<file path="src/rtl/fss_pkg.sv">
package fss_pkg;

   localparam int TABLE_DEPTH_DEF = 64;
   localparam int KEY_BITS_DEF    = 16;

   localparam int COUNT_W = 7;
   localparam int INDEX_W = 6;
   localparam int KEY_W   = 16;
   localparam int FIB_W   = 8;
   localparam int PROBE_W = 9;

   localparam logic FUNC_WRITE  = 1'b0;
   localparam logic FUNC_SEARCH = 1'b1;

   typedef struct packed {
      logic               func;
      logic [INDEX_W-1:0] entry_index;
      logic [KEY_W-1:0]   key_value;
   } req_type;

   typedef struct packed {
      logic               found;
      logic [INDEX_W-1:0] found_index;
   } rsp_type;

   typedef enum logic [2:0] {
      ST_IDLE,
      ST_GROW,
      ST_PROBE_RD,
      ST_PROBE_CMP,
      ST_FINAL,
      ST_FINAL_CMP,
      ST_OUTPUT
   } state_type;

   typedef struct packed {
      logic write;
      logic start;
      logic grow;
      logic rd_probe;
      logic rd_final;
      logic step;
      logic check;
      logic out_load;
   } dp_cmd_type;

   typedef struct packed {
      logic fib_lt_count;
      logic fib_gt1;
      logic fib1_gt1;
      logic fib2_gt1;
      logic probed_lt;
      logic probed_gt;
      logic final_ok;
      logic out_free;
   } dp_sts_type;

endpackage

</file>
<file path="src/rtl/fss_ctrl.sv">
module fss_ctrl (
   input  logic                clock,
   input  logic                reset,
   input  logic                req_valid,
   input  logic                req_func,
   output logic                req_stall,
   input  fss_pkg::dp_sts_type sts,
   output fss_pkg::dp_cmd_type cmd
);
   import fss_pkg::*;

   state_type state_ff;
   state_type state_in;

   always_ff @(posedge clock) begin
      if (reset) begin
         state_ff <= ST_IDLE;
      end else begin
         state_ff <= state_in;
      end
   end

   always_comb begin
      state_in  = state_ff;
      cmd       = '0;
      req_stall = 1'b1;
      case (state_ff)
         ST_IDLE: begin
            req_stall = 1'b0;
            if (req_valid) begin
               if (req_func == FUNC_WRITE) begin
                  cmd.write = 1'b1;
               end else begin
                  cmd.start = 1'b1;
                  state_in  = ST_GROW;
               end
            end
         end
         ST_GROW: begin
            if (sts.fib_lt_count) begin
               cmd.grow = 1'b1;
            end else if (sts.fib_gt1) begin
               state_in = ST_PROBE_RD;
            end else begin
               state_in = ST_FINAL;
            end
         end
         ST_PROBE_RD: begin
            cmd.rd_probe = 1'b1;
            state_in     = ST_PROBE_CMP;
         end
         ST_PROBE_CMP: begin
            cmd.step = 1'b1;
            if (sts.probed_lt) begin
               state_in = sts.fib1_gt1 ? ST_PROBE_RD : ST_FINAL;
            end else if (sts.probed_gt) begin
               state_in = sts.fib2_gt1 ? ST_PROBE_RD : ST_FINAL;
            end else begin
               state_in = ST_OUTPUT;
            end
         end
         ST_FINAL: begin
            if (sts.final_ok) begin
               cmd.rd_final = 1'b1;
               state_in     = ST_FINAL_CMP;
            end else begin
               state_in = ST_OUTPUT;
            end
         end
         ST_FINAL_CMP: begin
            cmd.check = 1'b1;
            state_in  = ST_OUTPUT;
         end
         ST_OUTPUT: begin
            if (sts.out_free) begin
               cmd.out_load = 1'b1;
               state_in     = ST_IDLE;
            end
         end
         default: begin
            state_in = ST_IDLE;
         end
      endcase
   end

endmodule

</file>
<file path="src/rtl/fss_dpath.sv">
module fss_dpath #(
   parameter int TABLE_DEPTH = fss_pkg::TABLE_DEPTH_DEF,
   parameter int KEY_BITS    = fss_pkg::KEY_BITS_DEF
) (
   input  logic                        clock,
   input  logic                        reset,
   input  fss_pkg::req_type            req_data,
   input  logic                        csr_write,
   input  logic [fss_pkg::COUNT_W-1:0] csr_data,
   input  fss_pkg::dp_cmd_type         cmd,
   output fss_pkg::dp_sts_type         sts,
   output logic                        rsp_valid,
   input  logic                        rsp_stall,
   output fss_pkg::rsp_type            rsp_data
);
   import fss_pkg::*;

   localparam int IDX_W = (TABLE_DEPTH > 1) ? $clog2(TABLE_DEPTH) : 1;

   logic [KEY_BITS-1:0] key_mem [TABLE_DEPTH];
   logic [KEY_BITS-1:0] rd_data_ff;
   logic [IDX_W-1:0]    rd_addr;
   logic [IDX_W-1:0]    wr_addr;
   logic                wr_en;

   logic [COUNT_W-1:0] entries_ff, entries_in;
   logic [COUNT_W-1:0] count_ff, count_in;
   logic [KEY_BITS-1:0] key_ff, key_in;
   logic [FIB_W-1:0]   fib_ff, fib_in;
   logic [FIB_W-1:0]   fib1_ff, fib1_in;
   logic [FIB_W-1:0]   fib2_ff, fib2_in;
   logic [FIB_W-1:0]   op1_ff, op1_in;
   logic [PROBE_W-1:0] probe_ff, probe_in;
   logic               found_ff, found_in;
   logic [INDEX_W-1:0] index_ff, index_in;
   logic               rsp_valid_ff, rsp_valid_in;
   rsp_type            rsp_data_ff, rsp_data_in;

   logic [PROBE_W-1:0] probe_raw;
   logic [PROBE_W-1:0] probe_lim;
   logic [PROBE_W-1:0] probe;
   logic               probed_lt;
   logic               probed_gt;

   // table port
   assign wr_en   = cmd.write && (32'(req_data.entry_index) < TABLE_DEPTH);
   assign wr_addr = IDX_W'(req_data.entry_index);
   assign rd_addr = cmd.rd_final ? IDX_W'(op1_ff) : IDX_W'(probe);

   always_ff @(posedge clock) begin
      if (wr_en) begin
         key_mem[wr_addr] <= KEY_BITS'(req_data.key_value);
      end
      if (cmd.rd_probe || cmd.rd_final) begin
         rd_data_ff <= key_mem[rd_addr];
      end
   end

   // probe position, clamped to the last entry in use
   assign probe_raw = PROBE_W'(op1_ff) + PROBE_W'(fib2_ff) - PROBE_W'(1);
   assign probe_lim = PROBE_W'(count_ff) - PROBE_W'(1);
   assign probe     = (probe_raw > probe_lim) ? probe_lim : probe_raw;

   assign probed_lt = rd_data_ff < key_ff;
   assign probed_gt = rd_data_ff > key_ff;

   always_comb begin
      entries_in   = entries_ff;
      count_in     = count_ff;
      key_in       = key_ff;
      fib_in       = fib_ff;
      fib1_in      = fib1_ff;
      fib2_in      = fib2_ff;
      op1_in       = op1_ff;
      probe_in     = probe_ff;
      found_in     = found_ff;
      index_in     = index_ff;
      rsp_valid_in = rsp_valid_ff && rsp_stall;
      rsp_data_in  = rsp_data_ff;

      if (csr_write) begin
         entries_in = csr_data;
      end

      if (cmd.start) begin
         if (32'(entries_ff) > TABLE_DEPTH) begin
            count_in = COUNT_W'(TABLE_DEPTH);
         end else begin
            count_in = entries_ff;
         end
         key_in   = KEY_BITS'(req_data.key_value);
         fib2_in  = '0;
         fib1_in  = FIB_W'(1);
         fib_in   = FIB_W'(1);
         op1_in   = '0;
         found_in = 1'b0;
         index_in = '0;
      end

      if (cmd.grow) begin
         fib2_in = fib1_ff;
         fib1_in = fib_ff;
         fib_in  = fib1_ff + fib_ff;
      end

      if (cmd.rd_probe) begin
         probe_in = probe;
      end

      if (cmd.rd_final) begin
         probe_in = PROBE_W'(op1_ff);
      end

      if (cmd.step) begin
         if (probed_lt) begin
            fib_in  = fib1_ff;
            fib1_in = fib2_ff;
            fib2_in = fib1_ff - fib2_ff;
            op1_in  = FIB_W'(probe_ff) + FIB_W'(1);
         end else if (probed_gt) begin
            fib_in  = fib2_ff;
            fib1_in = fib1_ff - fib2_ff;
            fib2_in = fib2_ff - (fib1_ff - fib2_ff);
         end else begin
            found_in = 1'b1;
            index_in = INDEX_W'(probe_ff);
         end
      end

      if (cmd.check && !probed_lt && !probed_gt) begin
         found_in = 1'b1;
         index_in = INDEX_W'(probe_ff);
      end

      if (cmd.out_load) begin
         rsp_valid_in            = 1'b1;
         rsp_data_in.found       = found_ff;
         rsp_data_in.found_index = index_ff;
      end
   end

   always_ff @(posedge clock) begin
      if (reset) begin
         entries_ff   <= '0;
         rsp_valid_ff <= 1'b0;
      end else begin
         entries_ff   <= entries_in;
         rsp_valid_ff <= rsp_valid_in;
      end
      count_ff    <= count_in;
      key_ff      <= key_in;
      fib_ff      <= fib_in;
      fib1_ff     <= fib1_in;
      fib2_ff     <= fib2_in;
      op1_ff      <= op1_in;
      probe_ff    <= probe_in;
      found_ff    <= found_in;
      index_ff    <= index_in;
      rsp_data_ff <= rsp_data_in;
   end

   always_comb begin
      sts.fib_lt_count = fib_ff < FIB_W'(count_ff);
      sts.fib_gt1      = fib_ff > FIB_W'(1);
      sts.fib1_gt1     = fib1_ff > FIB_W'(1);
      sts.fib2_gt1     = fib2_ff > FIB_W'(1);
      sts.probed_lt    = probed_lt;
      sts.probed_gt    = probed_gt;
      sts.final_ok     = (fib1_ff == FIB_W'(1)) && (op1_ff < FIB_W'(count_ff));
      sts.out_free     = !rsp_valid_ff || !rsp_stall;
   end

   assign rsp_valid = rsp_valid_ff;
   assign rsp_data  = rsp_data_ff;

endmodule

</file>
<file path="src/rtl/fibonacci_search_sorted_table.sv">
// Sorted key table with Fibonacci search.
// req channel (req_valid, req_stall, req_data): an item either writes one
// table entry (func write) or searches for a key over the entries in use.
// rsp channel (rsp_valid, rsp_stall, rsp_data): one item per search with a
// found flag and the index of the match; a write gives no item.
// csr channel (csr_valid, csr_ready, csr_data): sets entries_in_use; always
// ready, to be written only while the block is idle.
// A write item is taken in the idle state, which it does not leave. A search
// grows the Fibonacci numbers up to the count, then probes the table
// (registered memory read, then compare) until a match or the last check,
// which may read the table once more and compare; the result is then loaded
// into the output register. The next item is taken in the cycle rsp_valid
// rises. One search runs at a time and req_stall is high for its duration;
// probes use the single-port table read.
// The result sits in an output register; while rsp_stall is high it holds,
// and the next item can already be taken, finishing only once it has left.
// Reset clears the controller, the output valid and entries_in_use; table
// contents are undefined until written.
module fibonacci_search_sorted_table #(
   parameter int TABLE_DEPTH = fss_pkg::TABLE_DEPTH_DEF,
   parameter int KEY_BITS    = fss_pkg::KEY_BITS_DEF
) (
   input  logic                        clock,
   input  logic                        reset,
   input  logic                        req_valid,
   output logic                        req_stall,
   input  fss_pkg::req_type            req_data,
   output logic                        rsp_valid,
   input  logic                        rsp_stall,
   output fss_pkg::rsp_type            rsp_data,
   input  logic                        csr_valid,
   output logic                        csr_ready,
   input  logic [fss_pkg::COUNT_W-1:0] csr_data
);
   import fss_pkg::*;

   dp_cmd_type cmd;
   dp_sts_type sts;

   assign csr_ready = 1'b1;

   fss_ctrl u_ctrl (
      .clock     (clock),
      .reset     (reset),
      .req_valid (req_valid),
      .req_func  (req_data.func),
      .req_stall (req_stall),
      .sts       (sts),
      .cmd       (cmd)
   );

   fss_dpath #(
      .TABLE_DEPTH (TABLE_DEPTH),
      .KEY_BITS    (KEY_BITS)
   ) u_dpath (
      .clock     (clock),
      .reset     (reset),
      .req_data  (req_data),
      .csr_write (csr_valid && csr_ready),
      .csr_data  (csr_data),
      .cmd       (cmd),
      .sts       (sts),
      .rsp_valid (rsp_valid),
      .rsp_stall (rsp_stall),
      .rsp_data  (rsp_data)
   );

endmodule
</file>
<file path="config.mk">
export PLATFORM = sky130hd
export DESIGN_NAME = fibonacci_search_sorted_table
export DESIGN_NICKNAME = d
export VERILOG_FILES = /design/src/rtl/fss_pkg.sv /design/src/rtl/fss_ctrl.sv /design/src/rtl/fss_dpath.sv /design/src/rtl/fibonacci_search_sorted_table.sv
export SDC_FILE = /design/constraint.sdc
export NUM_CORES = 1
export LEC_CHECK = 0
export BUFFER_PORTS_ARGS = -buffer_cell sky130_fd_sc_hd__buf_2
export CAP_MARGIN = 5
export CORE_MARGIN = 4
export CORE_UTILIZATION = 34
export CTS_BUF_LIST = sky130_fd_sc_hd__clkbuf_16
export DETAILED_ROUTE_END_ITERATION = 10
export HOLD_SLACK_MARGIN = 0.08
export PLACE_DENSITY = 0.57
export SKIP_CTS_REPAIR_TIMING = 1
export SLEW_MARGIN = 20
export SYNTH_ARGS = -nofsm -noshare
export SYNTH_HDL_FRONTEND = slang
export SYNTH_SLANG_ARGS = --single-unit
</file>
<file path="constraint.sdc">
create_clock -name clock -period 5.1 [get_ports clock]
set_clock_uncertainty 0.2 [all_clocks]
set_input_delay 1.275 -clock clock [delete_from_list [all_inputs] [get_ports clock]]
set_output_delay 1.275 -clock clock [all_outputs]
set_load 0.01 [all_outputs]
</file>
==> reports/qor_table.md <==
| Group | Result | Value |
|---|---|---|
| run status | Outcome | finished with violations |
| run status | Violations in the final reports | negative setup slack |
| worst setup path | Instance count on the critical path | 26 |
| die | Number of top-level pins | 45 |
| global routing | First-pass GRT wire length | 201 mm |
| placement | Total placed instance area | 51800 um^2 |
| die | Width of the die | 380 um |
| finish | Most used cells in the layout excluding fill and tap cells | edfxtp_1 (1078), nand2_1 (1038), nand3_1 (450) |
| finish | Final layout net count | 4262 |
| sta | Worst max-slew margin expressed relative to the limit | 0.264 |
| sta | Final Setup Violations | 16 |
| sta | Final count of pins violating max slew | 0 |
| worst setup path | CP Buf/Inv Count | 7 |
| placement | Count of buffers inserted at the top-level ports | 43 |
| clocking | Clock root buffer | clkbuf_16 |
| worst setup path | Maximum single-stage delay on the critical path | 0.38 ns |
| clocking | H-tree depth | 3 |
| worst setup path | Setup Crit Path Kind | reg2reg |
| synth | Post-synthesis adder-cell area fraction | 0.0216 |
| clocking | Clock-pin slew of the registers on the worst-case setup and hold paths | 0.06 ns |
| synth | Async set-reset flop share out of synthesis | 0 |
| worst setup path | Worst path top cell family by delay | simple AND/OR/NAND/NOR gates |
| finish | Fraction of layout cells with a size suffix above 1 | 0.166 |
| synth | Synthesized flop and latch total | 1128 |
| worst setup path | Minimum setup slack among reg-to-reg paths | -0.16 ns |
| clocking | Clock tree from TritonCTS | built |
| global routing | Combined global-route utilization of all metal layers | 0.185 |
| worst setup path | Slowest library cell on the worst path | nand4_1 |
| detailed routing | Drt first pass iters | 6 |
| synth | Dominant combinational cell family by area after synthesis | simple AND/OR/NAND/NOR gates |
| worst setup path | Cell count of the worst reg-to-reg path | 26 |
| synth | Sequential area share after synthesis | 0.709 |
| synth | Post-synthesis xor/xnor area fraction | 0.00614 |
| sta | Transition at the pin with the smallest max-transition slack | 1.10 ns |
| sta | Setup slack after layout | -0.157 ns |
| detailed routing | Routed wirelength normalized by instance count | 23.9 um |
| synth | Count of synthesis-stage warnings from yosys | 0 |
| placement | Final HPWL from detailed placement | 86.8 mm |
| global routing | GR Overflow Total | 0 |
| sta | Final-layout setup total negative slack | -1.37 ns |
| synth | Simple-gate area share of the yosys netlist | 0.171 |
| synth | Post-synthesis area per instance | 12.3 um^2 |
| sta | Final critical path time including I/O delays and setup | 5.26 ns |
| worst setup path | Critical path arrival | 5.54 ns |
| synth | Net count after synthesis | 3933 |
| global routing | Initial antenna violation count | 16 |
| detailed routing | Via density | 5.36 |
| finish | Most common cell after layout, fill and taps aside | edfxtp_1 |
| sta | Final Hold Fails | 0 |
| sta | Post-route fraction of the period consumed by the critical path | 1.03 |
| worst setup path | Cell mode on critical path | inv_2 |
| synth | Predominant post-synthesis flop cell | edfxtp_1 |
| synth | Area fraction in compound gates after synthesis | 0.0528 |
| synth | Proportion of synthesized area in mux cells | 0.00811 |
| worst setup path | Worst setup EP type | flop |
| die | Floorplan core area | 137000 um^2 |
| synth | Number of standard cells after synthesis | 3819 |
| die | Initial core utilization | 0.342 |
| worst setup path | Startpoint of the lowest-slack register-to-register path | u_dpath.fib2_ff[1]$_DFF_P_ |
| clocking | Clock insertion delay at the later pin of the skew report | 0.73 ns |
| worst setup path | Required time of the critical path | 5.38 ns |
| global routing | Via count of the first global-routing pass | 30409 |
| die | Total die area | 144000 um^2 |
| clocking | Inserted Clock Buffers | 112 |
| finish | Finished layout cell area | 56900 um^2 |
| worst setup path | Destination of the critical timing path | u_dpath.rd_data_ff[12]$_DFFE_PP_ |
| worst hold path | Hold Crit Class | reg2reg |
| clocking | CTS sink count | 1128 |
| worst setup path | Setup crit start kind | flop |
| synth | Number of flops mapped to enable cells by yosys | 1078 |
| finish | Growth of design area from synthesis to finish | 20.9% |
| placement | Final RePlAce weighted congestion | 0.863 |
| worst setup path | Worst reg2reg endpoint | u_dpath.rd_data_ff[12]$_DFFE_PP_ |
| sta | Setup repair after global routing missed its margin | true |
| detailed routing | Final wirelength | 144 mm |
| synth | Number of different library cells in the post-synthesis netlist | 67 |
| die | FP Rows | 136 |
| worst setup path | Max FO, Critical Path | 21 |
| sta | Maximum clock frequency | 0.190 GHz |
| die | Chip height | 380 um |
| global routing | Maximum number of pins on one net before global-route repair | 63 |
| detailed routing | Routed via count | 32359 |
| detailed routing | Remaining number of nets flagged by the antenna check after routing | 0 |
| detailed routing | Drt first-iter violations | 3761 |
| worst setup path | Critical path startpoint | u_dpath.fib2_ff[1]$_DFF_P_ |
| clocking | Clock tree buffer depth | 3 |
| job | Maximum capacitance violations | 0 |
| detailed routing | Drc violations | 0 |
| synth | Cell area after technology mapping | 47100 um^2 |
-- synthesized netlist by cell type (4+ instances only) --
cell type	number	area (um^2)
nand4_1	113	707
xnor2_1	22	193
nor2b_1	14	87.6
nor4_1	4	25.0
a31oi_1	75	469
a22oi_1	20	150
o22ai_1	9	56.3
dfxtp_1	50	1000
a21o_1	12	90.1
buf_2	125	626
and3_1	5	31.3
fa_1	4	80.1
nand3b_1	5	37.5
a211oi_1	19	143
and4_1	20	175
buf_1	8	30.0
nand3_1	465	2330
nand2b_1	9	56.3
and2_1	4	25.0
clkbuf_1	80	300
o211ai_1	8	60.1
mux2i_1	37	370
o21bai_1	7	52.6
buf_4	9	67.6
xor2_1	11	96.3
o21a_1	8	60.1
nand2_1	1042	3910
o221ai_1	7	61.3
nor2_1	119	447
o21ai_0	30	150
a21oi_1	90	450
o211a_1	4	40.0
ha_1	75	938
edfxtp_1	1078	32400
inv_1	107	402
a32oi_1	55	482
nor3_1	25	125
-- cell type report --
class | instances | area, um^2
diodes | 3 | 7.51
repair inverters | 2 | 46.3
flip-flops and latches | 1128 | 33400
repair buffers | 438 | 4420
multi-input cells | 2357 | 12700
clock inverters | 92 | 858
well taps | 1794 | 2240
clock buffers | 114 | 2850
fillers | 12771 | 80600
inverters | 109 | 438
-- metrics by stage --
stage               hold WS [ns]  instances   util  worst slack [ns]
floorplan                  0.208       3819      -             0.171
global placement           0.215       5768  0.377            -0.536
detailed placement         0.224       5768  0.377            -0.577
CTS                        0.238       5974  0.404            -0.593
global route               0.257       6034  0.414            -0.333
finish                     0.234       6037  0.414            -0.157
-- state kept, by name (all words and copies together) (netlist names), 3 cells and up --
name and count:
u_dpath.key_mem 1024, u_dpath.index_ff 6, u_dpath.rd_data_ff 16, u_ctrl.state_ff 3, u_dpath.key_ff 16, u_dpath.entries_ff 7
u_dpath.probe_ff 8, u_dpath.fib2_ff 8, u_dpath.fib_ff 8, u_dpath.rsp_data 7, u_dpath.op1_ff 8, u_dpath.count_ff 7
u_dpath.fib1_ff 8
-- cell families (layout without fill, tap and decap cells) --
kind of cell    after synthesis  count (layout)
other cells                   1               4
mux                          38              38
fa+ha+maj                    79              79
buf+inv                     334             755
simple gates               1838            1838
flops                      1128            1128
compound gates              368             368
xor+xnor                     33              33
-- how the worst min path moves through the flow --
stage                                startpoint                       endpoint  cells after the start
finish              u_dpath.index_ff[0]$_DFF_P_  u_dpath.rsp_data[0]$_DFFE_PP_                      0
global route        u_dpath.found_ff$_SDFF_PP1_  u_dpath.rsp_data[6]$_DFFE_PP_                      0
CTS                 u_dpath.index_ff[4]$_DFF_P_  u_dpath.rsp_data[4]$_DFFE_PP_                      0
detailed placement  u_dpath.index_ff[4]$_DFF_P_  u_dpath.rsp_data[4]$_DFFE_PP_                      0
global placement    u_dpath.index_ff[5]$_DFF_P_  u_dpath.rsp_data[5]$_DFFE_PP_                      0
floorplan           u_dpath.index_ff[0]$_DFF_P_  u_dpath.rsp_data[0]$_DFFE_PP_                      0
-- routing by layer --
layer	track usage	vias to the layer above	wire, um
met5	0	-	27
met4	0.0683	4	5290
met3	0.0400	253	12600
met2	0.292	1295	66400
met1	0.253	16195	59800
li1	-	14612	-
Power is left out: the tool's default activity adds up to more than one toggle a clock period on the data nets, which glitch-free logic cannot reach.
